$ cat config.mk
export PLATFORM = sky130hd
export DESIGN_NAME = swea_front
export DESIGN_NICKNAME = d
export VERILOG_FILES = /design/src/rtl/assert_macros.svh /design/src/rtl/swea_front.sv
export SDC_FILE = /design/constraint.sdc
export NUM_CORES = 1
export LEC_CHECK = 0
export ABC_AREA = 1
export BUFFER_PORTS_ARGS = -buffer_cell sky130_fd_sc_hd__buf_2
export CAP_MARGIN = 20
export CORE_UTILIZATION = 54
export DETAILED_ROUTE_END_ITERATION = 8
export GPL_ROUTABILITY_DRIVEN = 0
export HOLD_SLACK_MARGIN = 0.08
export PLACE_DENSITY = 0.8
export SLEW_MARGIN = 0
export SYNTH_ARGS = -nofsm -noshare
export SYNTH_HDL_FRONTEND = slang
export SYNTH_SLANG_ARGS = --single-unit
$ cat constraint.sdc
create_clock -name clk -period 13.5 [get_ports clk]
set_input_delay 0 -clock clk [delete_from_list [all_inputs] [get_ports clk]]
set_output_delay 0 -clock clk [all_outputs]
set_load 0.01 [all_outputs]
$ cat src/rtl/assert_macros.svh
// Assertion macros shared by the sliding-window energy averager RTL.
`ifndef ASSERT_MACROS_SVH
`define ASSERT_MACROS_SVH

// Property that must hold at every clock edge out of reset.
`define SWEA_ASSERT(LABEL, CLK, RSTN, EXPR) \
  LABEL: assert property (@(posedge CLK) disable iff (!RSTN) (EXPR)) \
    else $error("assertion failed");

// Same-cycle implication.
`define SWEA_ASSERT_IMP(LABEL, CLK, RSTN, ANTE, CONS) \
  LABEL: assert property (@(posedge CLK) disable iff (!RSTN) (ANTE) |-> (CONS)) \
    else $error("assertion failed");

`endif

$ cat src/rtl/swea_front.sv
// Front end: accepts samples, squares I and Q, pushes energies to the queue.
`default_nettype none
module swea_front #(
  parameter int SAMPLE_BITS = 16,
  localparam int E_W = 2 * SAMPLE_BITS
) (
  input  wire logic                          clk,
  input  wire logic                          rst_n,
  input  wire logic                          in_valid,
  output logic                               in_stall,
  input  wire logic signed [SAMPLE_BITS-1:0] in_sample_i,
  input  wire logic signed [SAMPLE_BITS-1:0] in_sample_q,
  input  wire logic                          fifo_full,
  output logic                               push,
  output logic             [E_W-1:0]         push_data
);

  logic                  v_r;
  logic                  adv;
  logic signed [E_W-1:0] sq_i_r, sq_q_r;

  // squares are never negative and their sum stays below 2^E_W
  assign adv       = !v_r || !fifo_full;
  assign in_stall  = !adv;
  assign push      = v_r && !fifo_full;
  assign push_data = $unsigned(sq_i_r) + $unsigned(sq_q_r);

  always_ff @(posedge clk) begin
    if (!rst_n) begin
      v_r <= 1'b0;
    end else if (adv) begin
      v_r <= in_valid;
    end
  end

  always_ff @(posedge clk) begin
    if (adv && in_valid) begin
      sq_i_r <= in_sample_i * in_sample_i;
      sq_q_r <= in_sample_q * in_sample_q;
    end
  end

endmodule
`default_nettype wire

==> metrics.md <==
| Metric | Value |
|---|---|
| Outcome | `complete, no violations` |
| Worst Hold Class | `in2reg` |
| DIE AREA | `0.0446 mm^2` |
| # H-tree levels | `3` |
| First-pass GRT wire length | `89.9 mm` |
| Post-CTS setup buffers | `0` |
| Most frequent cell after synthesis | `inv_1` |
| Setup crit end | `sq_q_r[28]$_DFFE_PP_` |
| Antenna-violating nets left | `0` |
| Vias per Instance | `5.02` |
| Die W | `211 um` |
| WL final | `52.1 mm` |
| CORE AREA | `0.0432 mm^2` |
| Synth Area in Simple Gates | `0.193` |
| Gr usage total | `0.251` |
| Largest net degree at the start of global routing | `63` |
| Clock Tree Buf Depth | `2` |
| Reg2reg path depth | `4` |
| Post-synthesis register bit count | `63` |
| EDFF count, synth | `62` |
| Die Y | `211 um` |
| Maximum clock rate | `184 MHz` |
| Drt initial violations | `1190` |
| Crit-path cells | `buf_2, nand2_1, fa_1, inv_1, fa_1, fa_1, fa_1, fa_1, inv_1, fa_1, inv_1, ha_1, nand2_1, nor2_1, nand2_1, nor3_1, nand2_1, nand4_1, nand2_1` |
| Sequential share of the synthesized area | `0.0796` |
| Number of global-route vias before repair | `19.1k` |
| CTS tree | `done` |
| HPWL Detailed | `45.6 mm` |
| Input/output buffers | `69` |
| Synth warn | `0` |
| Synth Area in XOR/XNOR | `0.0259` |
| CP most frequent cell | `fa_1` |
| Worst reg-to-reg setup slack | `11920 ps` |
| Crit Path Class | `in2reg` |
| Top post-synthesis cells by area | `fa_1, inv_1, nand2_1, ha_1, edfxtp_1` |
| R2R Path Start | `v_r$_SDFFE_PN0N_` |
| Synth Instances | `3077` |
| Max stage delay on crit path | `830 ps` |
| CTS buffer count | `9` |
| Primary FF master, synth | `edfxtp_1` |
| Clock sink total | `63` |
| Largest family of logic cells by synthesized area | `adder cells` |
| Clock Tree Root | `clkbuf_16` |
| R2R Path End | `sq_i_r[11]$_DFFE_PP_` |
| Initial cell density of the core | `0.548` |
| Worst setup path startpoint | `in_sample_q[15]` |
| Total grt overflow | `0` |
| Layout cell share with drive strength beyond 1 | `0.0400` |
| Worst EP required | `13600 ps` |
| Final Critical Period | `5440 ps` |
| Post-layout util | `0.575` |
| Slew Limit Fails | `0` |
| Inserted Diodes | `0` |
| Post-synth ARST share | `0` |
| Endpoint kind of the worst setup timing path | `register` |
| Initial antenna violation count | `0` |
| Area share of the largest cell type after synthesis | `0.396` |
| Hold_sp | `in_sample_q[0]` |
| Compound-Gate Fraction of Synth Area | `0.0310` |
| Top Ports | `70` |
| Syn-to-layout area delta | `4.98%` |
| Normalized max-slew margin | `0.441` |
| Hold Vio Cnt, Final | `0` |
| Fin crit share | `0.403` |
| Slew @ Worst Pin | `838 ps` |
| Adder-Cell Fraction of Synth Area | `0.507` |
| Synth Area per Inst | `7.68 um^2` |
| Mean routed wirelength per cell | `14.1 um` |
| Net count after synthesis | `3791` |
| Clk Latency, worst-skew pair | `340 ps` |
| DR pass1 iterations | `5` |
| Critical path fanouts, max | `23` |
| Commonest cells post-synth | `inv_1, nand2_1, fa_1` |
| Worst path slowest cell | `fa_1` |
| DRC Markers | `0` |
| Max cap viols | `0` |
| Fin nets | `3808` |
| Yosys cell types | `37` |
| Setup Skew | `7.91 ps` |
| Mux cell area share after synthesis | `0` |
| Reg clk slew, reported paths | `60 ps` |
| Via count | `18.5k` |
| Startpoint types | `input pin` |
| Unrepaired setup endpoints after global routing | `no` |
| Synthesized area | `0.0236 mm^2` |
| Setup TNS | `0 ps` |
| Num rows | `76` |
| Cell taking the most area after synthesis | `fa_1` |
| Critical Path AT | `5540 ps` |
| Setup-failing EPs final | `0` |
==> metrics by stage <==
step	cell area, um^2	hold slack [ps]	worst slack (ps)	std cells
2_1_floorplan	23600	47.5	8200	3077
3_3_place_gp	24500	242	7770	3666
3_5_place_dp	24500	245	7720	3666
4_1_cts	24800	137	8070	3684
5_1_grt	24800	131	7650	3684
6_report	24800	135	8060	3684
==> flip-flops by register name, summed over array words and instances, names as in the netlist <==
register / count
sq_i_r: 31
sq_q_r: 31
v_r: 1
==> per-layer routing <==
layer | vias up | global-route usage | share of wire
met3 | 69 | 0.0287 | 0.069
met1 | 8894 | 0.345 | 0.43
met2 | 603 | 0.427 | 0.48
met5 | - | 0 | 0
li1 | 8912 | - | -
met4 | 0 | 0.0575 | 0.021
==> worst max-delay path, delay by kind of cell <==
family / cells / cell delay [ps]
adder cells (fa/ha/maj): 7 / 3850
buffers and inverters: 4 / 520
AND/OR/NAND/NOR: 8 / 1160
==> timing repair <==
item	4_1_cts	5_1_grt
hold buffers	2	0
endpoints found under the hold margin	1	0
gates resized for setup	0	0
==> cell type report <==
type	instances	area, um^2
Tap cell	585	732
Inverter	963	3610
Clock buffer	10	229
Sequential cell	63	1880
Clock inverter	6	85.1
Fill cell	3852	18300
Multi-Input combinational cell	1985	17900
Timing Repair Buffer	72	373
==> cells by family (layout without fill, tap and decap cells) <==
kind of cell	after synthesis	in the layout
and+or+nand+nor	1113	1113
buffers and inverters	1029	1051
adders and majority gates	678	678
AOI/OAI and AO/OA	124	124
xor gates and xnor gates	70	70
DFF	63	63
==> layout by cell type (no fill, tap or decap), types with 6 or more instances in the layout <==
master,instances
nand3_1,96
nor3_1,23
a21oi_1,68
xor2_1,61
nand2_1,794
inv_1,958
nand3b_1,9
edfxtp_1,62
nand2_2,8
o21bai_1,25
clkbuf_16,9
o21ai_0,15
fa_1,468
ha_1,210
nand3_2,6
nor2_1,123
nand4_1,34
buf_2,69
xnor2_1,9
==> how the worst min path moves through the flow <==
| stage | end | slack, ps | cells past startpoint |
|---|---|---|---|
| floorplan | push | 50 | 1 |
| global placement | push | 240 | 3 |
| detailed placement | push | 240 | 3 |
| CTS | sq_i_r[0]$_DFFE_PP_ | 140 | 1 |
| global route | sq_q_r[0]$_DFFE_PP_ | 130 | 1 |
| finish | sq_q_r[0]$_DFFE_PP_ | 140 | 1 |
Power is left out: the tool's default activity adds up to more than one toggle a clock period on the data nets, which glitch-free logic cannot reach.
