File: src/rtl/assert_macros.svh
// Assertion macros shared by the sliding-window energy averager RTL.
`ifndef ASSERT_MACROS_SVH
`define ASSERT_MACROS_SVH

// Property that must hold at every clock edge out of reset.
`define SWEA_ASSERT(LABEL, CLK, RSTN, EXPR) \
  LABEL: assert property (@(posedge CLK) disable iff (!RSTN) (EXPR)) \
    else $error("assertion failed");

// Same-cycle implication.
`define SWEA_ASSERT_IMP(LABEL, CLK, RSTN, ANTE, CONS) \
  LABEL: assert property (@(posedge CLK) disable iff (!RSTN) (ANTE) |-> (CONS)) \
    else $error("assertion failed");

`endif

File: src/rtl/swea_pkg.sv
// Shared types and constants of the sliding-window energy averager.
`default_nettype none
package swea_pkg;

  localparam int OUT_W       = 32;  // mean_energy width
  localparam int CFG_DW      = 32;  // config data width
  localparam int WIN_RESET   = 64;  // window_len after reset
  localparam int FIFO_DEPTH  = 4;   // front-to-back queue depth
  localparam int DIV_STEPS   = 4;   // quotient bits per divider cycle

  localparam int REG_IDX_W = 1;
  localparam logic [REG_IDX_W-1:0] REG_WINDOW_LEN = 1'b0;

  typedef struct packed {
    logic full;
    logic empty;
  } fifo_sts_t;

  typedef struct packed {
    logic start;
    logic ack;
  } div_ctl_t;

  typedef struct packed {
    logic busy;
    logic done;
  } div_sts_t;

endpackage
`default_nettype wire

File: src/rtl/swea_fifo.sv
// Short queue of energies between the front and the back.
`default_nettype none
`include "assert_macros.svh"
module swea_fifo #(
  parameter int WIDTH = 32
) (
  input  wire logic                clk,
  input  wire logic                rst_n,
  input  wire logic                push,
  input  wire logic [WIDTH-1:0]    push_data,
  input  wire logic                pop,
  output logic      [WIDTH-1:0]    pop_data,
  output swea_pkg::fifo_sts_t      sts
);

  localparam int PW = $clog2(swea_pkg::FIFO_DEPTH);
  localparam int CW = $clog2(swea_pkg::FIFO_DEPTH + 1);

  logic [WIDTH-1:0] mem_r [swea_pkg::FIFO_DEPTH];
  logic [PW-1:0]    wr_ptr_r, wr_ptr_nxt;
  logic [PW-1:0]    rd_ptr_r, rd_ptr_nxt;
  logic [CW-1:0]    count_r, count_nxt;

  assign pop_data  = mem_r[rd_ptr_r];
  assign sts.full  = (count_r == CW'(swea_pkg::FIFO_DEPTH));
  assign sts.empty = (count_r == '0);

  always_comb begin
    wr_ptr_nxt = wr_ptr_r;
    rd_ptr_nxt = rd_ptr_r;
    count_nxt  = count_r;
    if (push) begin
      wr_ptr_nxt = (wr_ptr_r == PW'(swea_pkg::FIFO_DEPTH - 1)) ? '0 : wr_ptr_r + PW'(1);
    end
    if (pop) begin
      rd_ptr_nxt = (rd_ptr_r == PW'(swea_pkg::FIFO_DEPTH - 1)) ? '0 : rd_ptr_r + PW'(1);
    end
    if (push && !pop) begin
      count_nxt = count_r + CW'(1);
    end else if (pop && !push) begin
      count_nxt = count_r - CW'(1);
    end
  end

  always_ff @(posedge clk) begin
    if (!rst_n) begin
      wr_ptr_r <= '0;
      rd_ptr_r <= '0;
      count_r  <= '0;
    end else begin
      wr_ptr_r <= wr_ptr_nxt;
      rd_ptr_r <= rd_ptr_nxt;
      count_r  <= count_nxt;
    end
  end

  always_ff @(posedge clk) begin
    if (push) begin
      mem_r[wr_ptr_r] <= push_data;
    end
  end

  `SWEA_ASSERT(a_fifo_no_overflow, clk, rst_n, !(push && sts.full))
  `SWEA_ASSERT(a_fifo_no_underflow, clk, rst_n, !(pop && sts.empty))

endmodule
`default_nettype wire

File: config.mk
export PLATFORM = sky130hd
export DESIGN_NAME = swea_fifo
export DESIGN_NICKNAME = d
export VERILOG_FILES = /design/src/rtl/swea_pkg.sv /design/src/rtl/swea_fifo.sv
export VERILOG_INCLUDE_DIRS = /design/src /design/src/rtl
export SDC_FILE = /design/constraint.sdc
export NUM_CORES = 1
export LEC_CHECK = 0
export ABC_AREA = 1
export BUFFER_PORTS_ARGS = -buffer_cell sky130_fd_sc_hd__clkbuf_2
export CELL_PAD_IN_SITES_DETAIL_PLACEMENT = 1
export CELL_PAD_IN_SITES_GLOBAL_PLACEMENT = 1
export CORE_MARGIN = 5
export CORE_UTILIZATION = 39
export DETAILED_ROUTE_END_ITERATION = 10
export PLACE_DENSITY = 0.73
export SYNTH_ARGS = -nofsm -noshare
export SYNTH_HDL_FRONTEND = slang
export SYNTH_SLANG_ARGS = --single-unit
File: constraint.sdc
create_clock -name clk -period 1.8 [get_ports clk]
set_input_delay 0.18 -clock clk [delete_from_list [all_inputs] [get_ports clk]]
set_output_delay 0.18 -clock clk [all_outputs]
set_load 0.01 [all_outputs]
==> results by group <==
Status
  • Status: completed

Critical path
  • Required time of the critical path: 1.62 ns
  • Crit path max fanout: 6
  • Critical path launch point type: register
  • CP Data Arrival Time: about 1.6 ns
  • CP Capture Type: primary output
  • Kind of critical path: register to primary output

Global route
  • GR Overflow Total: 0
  • First-pass GRT wire length: approximately 20,000 um
  • Gr usage total: around 17%
  • Largest net degree at the start of global routing: between 60 and 70
  • Initial antenna violation count: 0
  • Number of global-route vias before repair: between 3,000 and 4,000

Floorplan
  • # rows: 42
  • Core Area: 13,200 um2
  • Die width: between 100 and 150 um
  • Die area: about 16,000 um2
  • Starting Density: 39.7%
  • IO Count: 70
  • Die Ht: 126 um

Logic synthesis
  • Top cells by area, synth: edfxtp_1, nor2_1, o22ai_1
  • Post-synth top cells: edfxtp_1, nor2_1, o21ai_0
  • Post-synth top area cell: edfxtp_1
  • Distinct cells, synth: 21
  • Number of flops mapped to enable cells by yosys: 128
  • Flops & latches, synth: 137
  • Synth top area share: between 70% and 80%
  • Count leader, synth: edfxtp_1
  • Avg Inst Size Synth: 14.2 um2
  • YS warnings: 0
  • Top_reg_cell synth: edfxtp_1
  • Syn Nets: 411
  • Post-Syn Area: 5240 um2
  • Synthesized instance count: roughly 370
  • Post-synth ARST share: 0%
  • Register area share after synthesis: between 70 and 80%

Placement
  • Cells after DPL: slightly above 600
  • Port bufs: 69
  • Final HPWL DP: 7360 um
  • GPL Wtd Cong: a little over 0.7
  • Worst slack, placed: approximately 0.34 ns

Timing
  • Post-route setup TNS: 0 ns
  • Final Critical Period: about 1.8 ns
  • Hold WS: 0.0201 ns
  • RSZ-0062 raised after global routing: true
  • Final hold violations: 0
  • Final Max Tran Viols: 0
  • Tightest Pin Transition: just under 0.3 ns
  • Final WS setup: 0.00176 ns
  • Period utilization: 99.9%
  • Slew margin rel.: 80.3%
  • Clock Skew: 0.00800 ns
  • Peak Freq: 556 MHz
  • Final setup violation count: 0

Drt
  • Drt total wl: 13,400 um
  • Via count: 3,472
  • Vias/cell: 5.14
  • Pre-antenna DRT Iters: 4
  • Antenna viol nets, final: 0
  • WL/cell: a little under 20 um
  • DR DRC count: 0
  • Iter 0 DRT Violations: approximately 210

Power
  • P per Cell Area: 1140 nW/um2
  • Clock power share: 41.4%
  • NetSw: 1850 uW
  • Pint: 6010 uW
  • Peak supply drop: 745 uV
  • Total power: slightly below 8000 uW
  • Logic pwr share: around 12%
  • Switching share of power: between 20% and 30%
  • Flop pwr share: between 40% and 50%
  • Pleak: 0.00254 uW

Final layout
  • Finished Layout Cells: 675
  • Antenna diode count: 0
  • Nets: 531
  • Layout fillers: around 1,300
  • P&R area growth vs syn: 31.3%
  • Share of cells above drive strength 1: 27.9%

Clock tree
  • H-tree levels: 4
  • Worst-skew pair later-pin latency: 0.42 ns
  • Maximum clock path buffer count: 2
  • Clock sinks: 137
  • CTS root buffer: clkbuf_16
  • CTS tree: built
  • Number of buffers created by CTS: 17
  • Clock transition at path regs: 0.06 ns

Min path
  • Hold Path Class: primary input to register

Run
  • Max-Cap Viols: 0
-- power by group through the flow --
stage          clock [uW]  sequential [uW]  combinational [uW]
6_report             3250             3700                 903
5_1_grt              3460             3710                 990
4_1_cts              3300             3690                 829
3_5_place_dp            0             3760                 753
3_3_place_gp            0             3740                 722
2_1_floorplan           0             3740                 433
-- layout make-up --
class / instances / area [um2] / share of cell area [%]
Clock buffer: 20 / 437 / 6.35
Inverter: 16 / 78.8 / 1.15
Clock inverter: 10 / 105 / 1.53
Sequential cell: 137 / 4030 / 58.6
Multi-Input combinational cell: 196 / 1070 / 15.6
Timing Repair Buffer: 120 / 931 / 13.5
Tap cell: 176 / 220 / 3.20
-- metrics by stage --
stage,utilization [%],cell area [um2]
finish,52.1,6880
global route,52.1,6880
CTS,50.5,6660
detailed placement,43.8,5780
global placement,43.8,5780
floorplan,-,5240
-- state kept, by name, summed over array words and instances, names as in the netlist, named ones only --
| signal | cells |
|---|---|
| mem_r | 128 |
| count_r | 3 |
| rd_ptr_r | 2 |
| wr_ptr_r | 2 |
-- logic make-up (layout without fill, tap and decap cells) --
kind of cell | count (synthesis) | count (layout) | synth area share (%)
compound gates | 102 | 102 | 10.5
xor+xnor | 1 | 1 | 0.167
fa+ha+maj | 7 | 7 | 1.82
buf+inv | 35 | 166 | 4.30
flops | 137 | 137 | 76.9
simple gates | 86 | 86 | 6.33
-- worst paths after layout --
check / from / to / slack [ns] / cells after the start
max: register / pop_data[7] / 0.002 / 5
min: push_data[30] / mem_r[1][30]$_DFFE_PP_ / 0.02 / 1
max reg2reg: wr_ptr_r[0]$_SDFFE_PN0P_ / mem_r[3][4]$_DFFE_PP_ / 0.45 / 4
min reg2reg: wr_ptr_r[1]$_SDFFE_PN0P_ / wr_ptr_r[1]$_SDFFE_PN0P_ / 0.54 / 2
-- worst max-delay path, stage by stage (launching register included) --
cell	delay, ns
dfxtp_4	0.46
buf_12	0.17
buf_6	0.14
o21ai_0	0.10
o22ai_1	0.17
buf_2	0.17
-- repair_timing --
item / 4_1_cts / 5_1_grt
endpoints found under the hold margin: 120 / 0
gates cloned: 1 / 3
pin swaps: 0 / 11
resized for setup: 2 / 60
endpoints found under the setup margin: 15 / 32
setup buffers: 0 / 4
hold buffers: 30 / 0
-- cells in the final DEF, fill, tap and decap left out, types with 2 or more instances in the layout --
master,synthesis,final
buf_12,0,4
bufinv_16,0,2
clkbuf_16,0,19
nand2_1,8,8
o21ai_2,0,3
nor2_2,0,3
clkinv_1,0,3
clkbuf_2,0,44
a21oi_1,3,3
clkbuf_1,1,3
o21ai_1,28,31
clkinv_2,0,2
nor3_1,4,4
inv_2,1,4
nor2_1,72,68
dfxtp_1,9,7
o22ai_1,32,22
dlygate4sd3_1,0,30
ha_1,6,6
clkinvlp_4,0,2
buf_2,6,25
buf_6,9,4
o22ai_2,0,10
buf_4,3,9
edfxtp_1,128,128
o21ai_0,39,33
inv_1,14,10
-- layer usage --
metal	global-route usage [%]	share of wire [%]
met1	19.8	42
met2	28.5	52
met3	5.55	4.7
met4	5.36	1.5
met5	0	0
No activity file was read; power rests on OpenSTA's default activity.
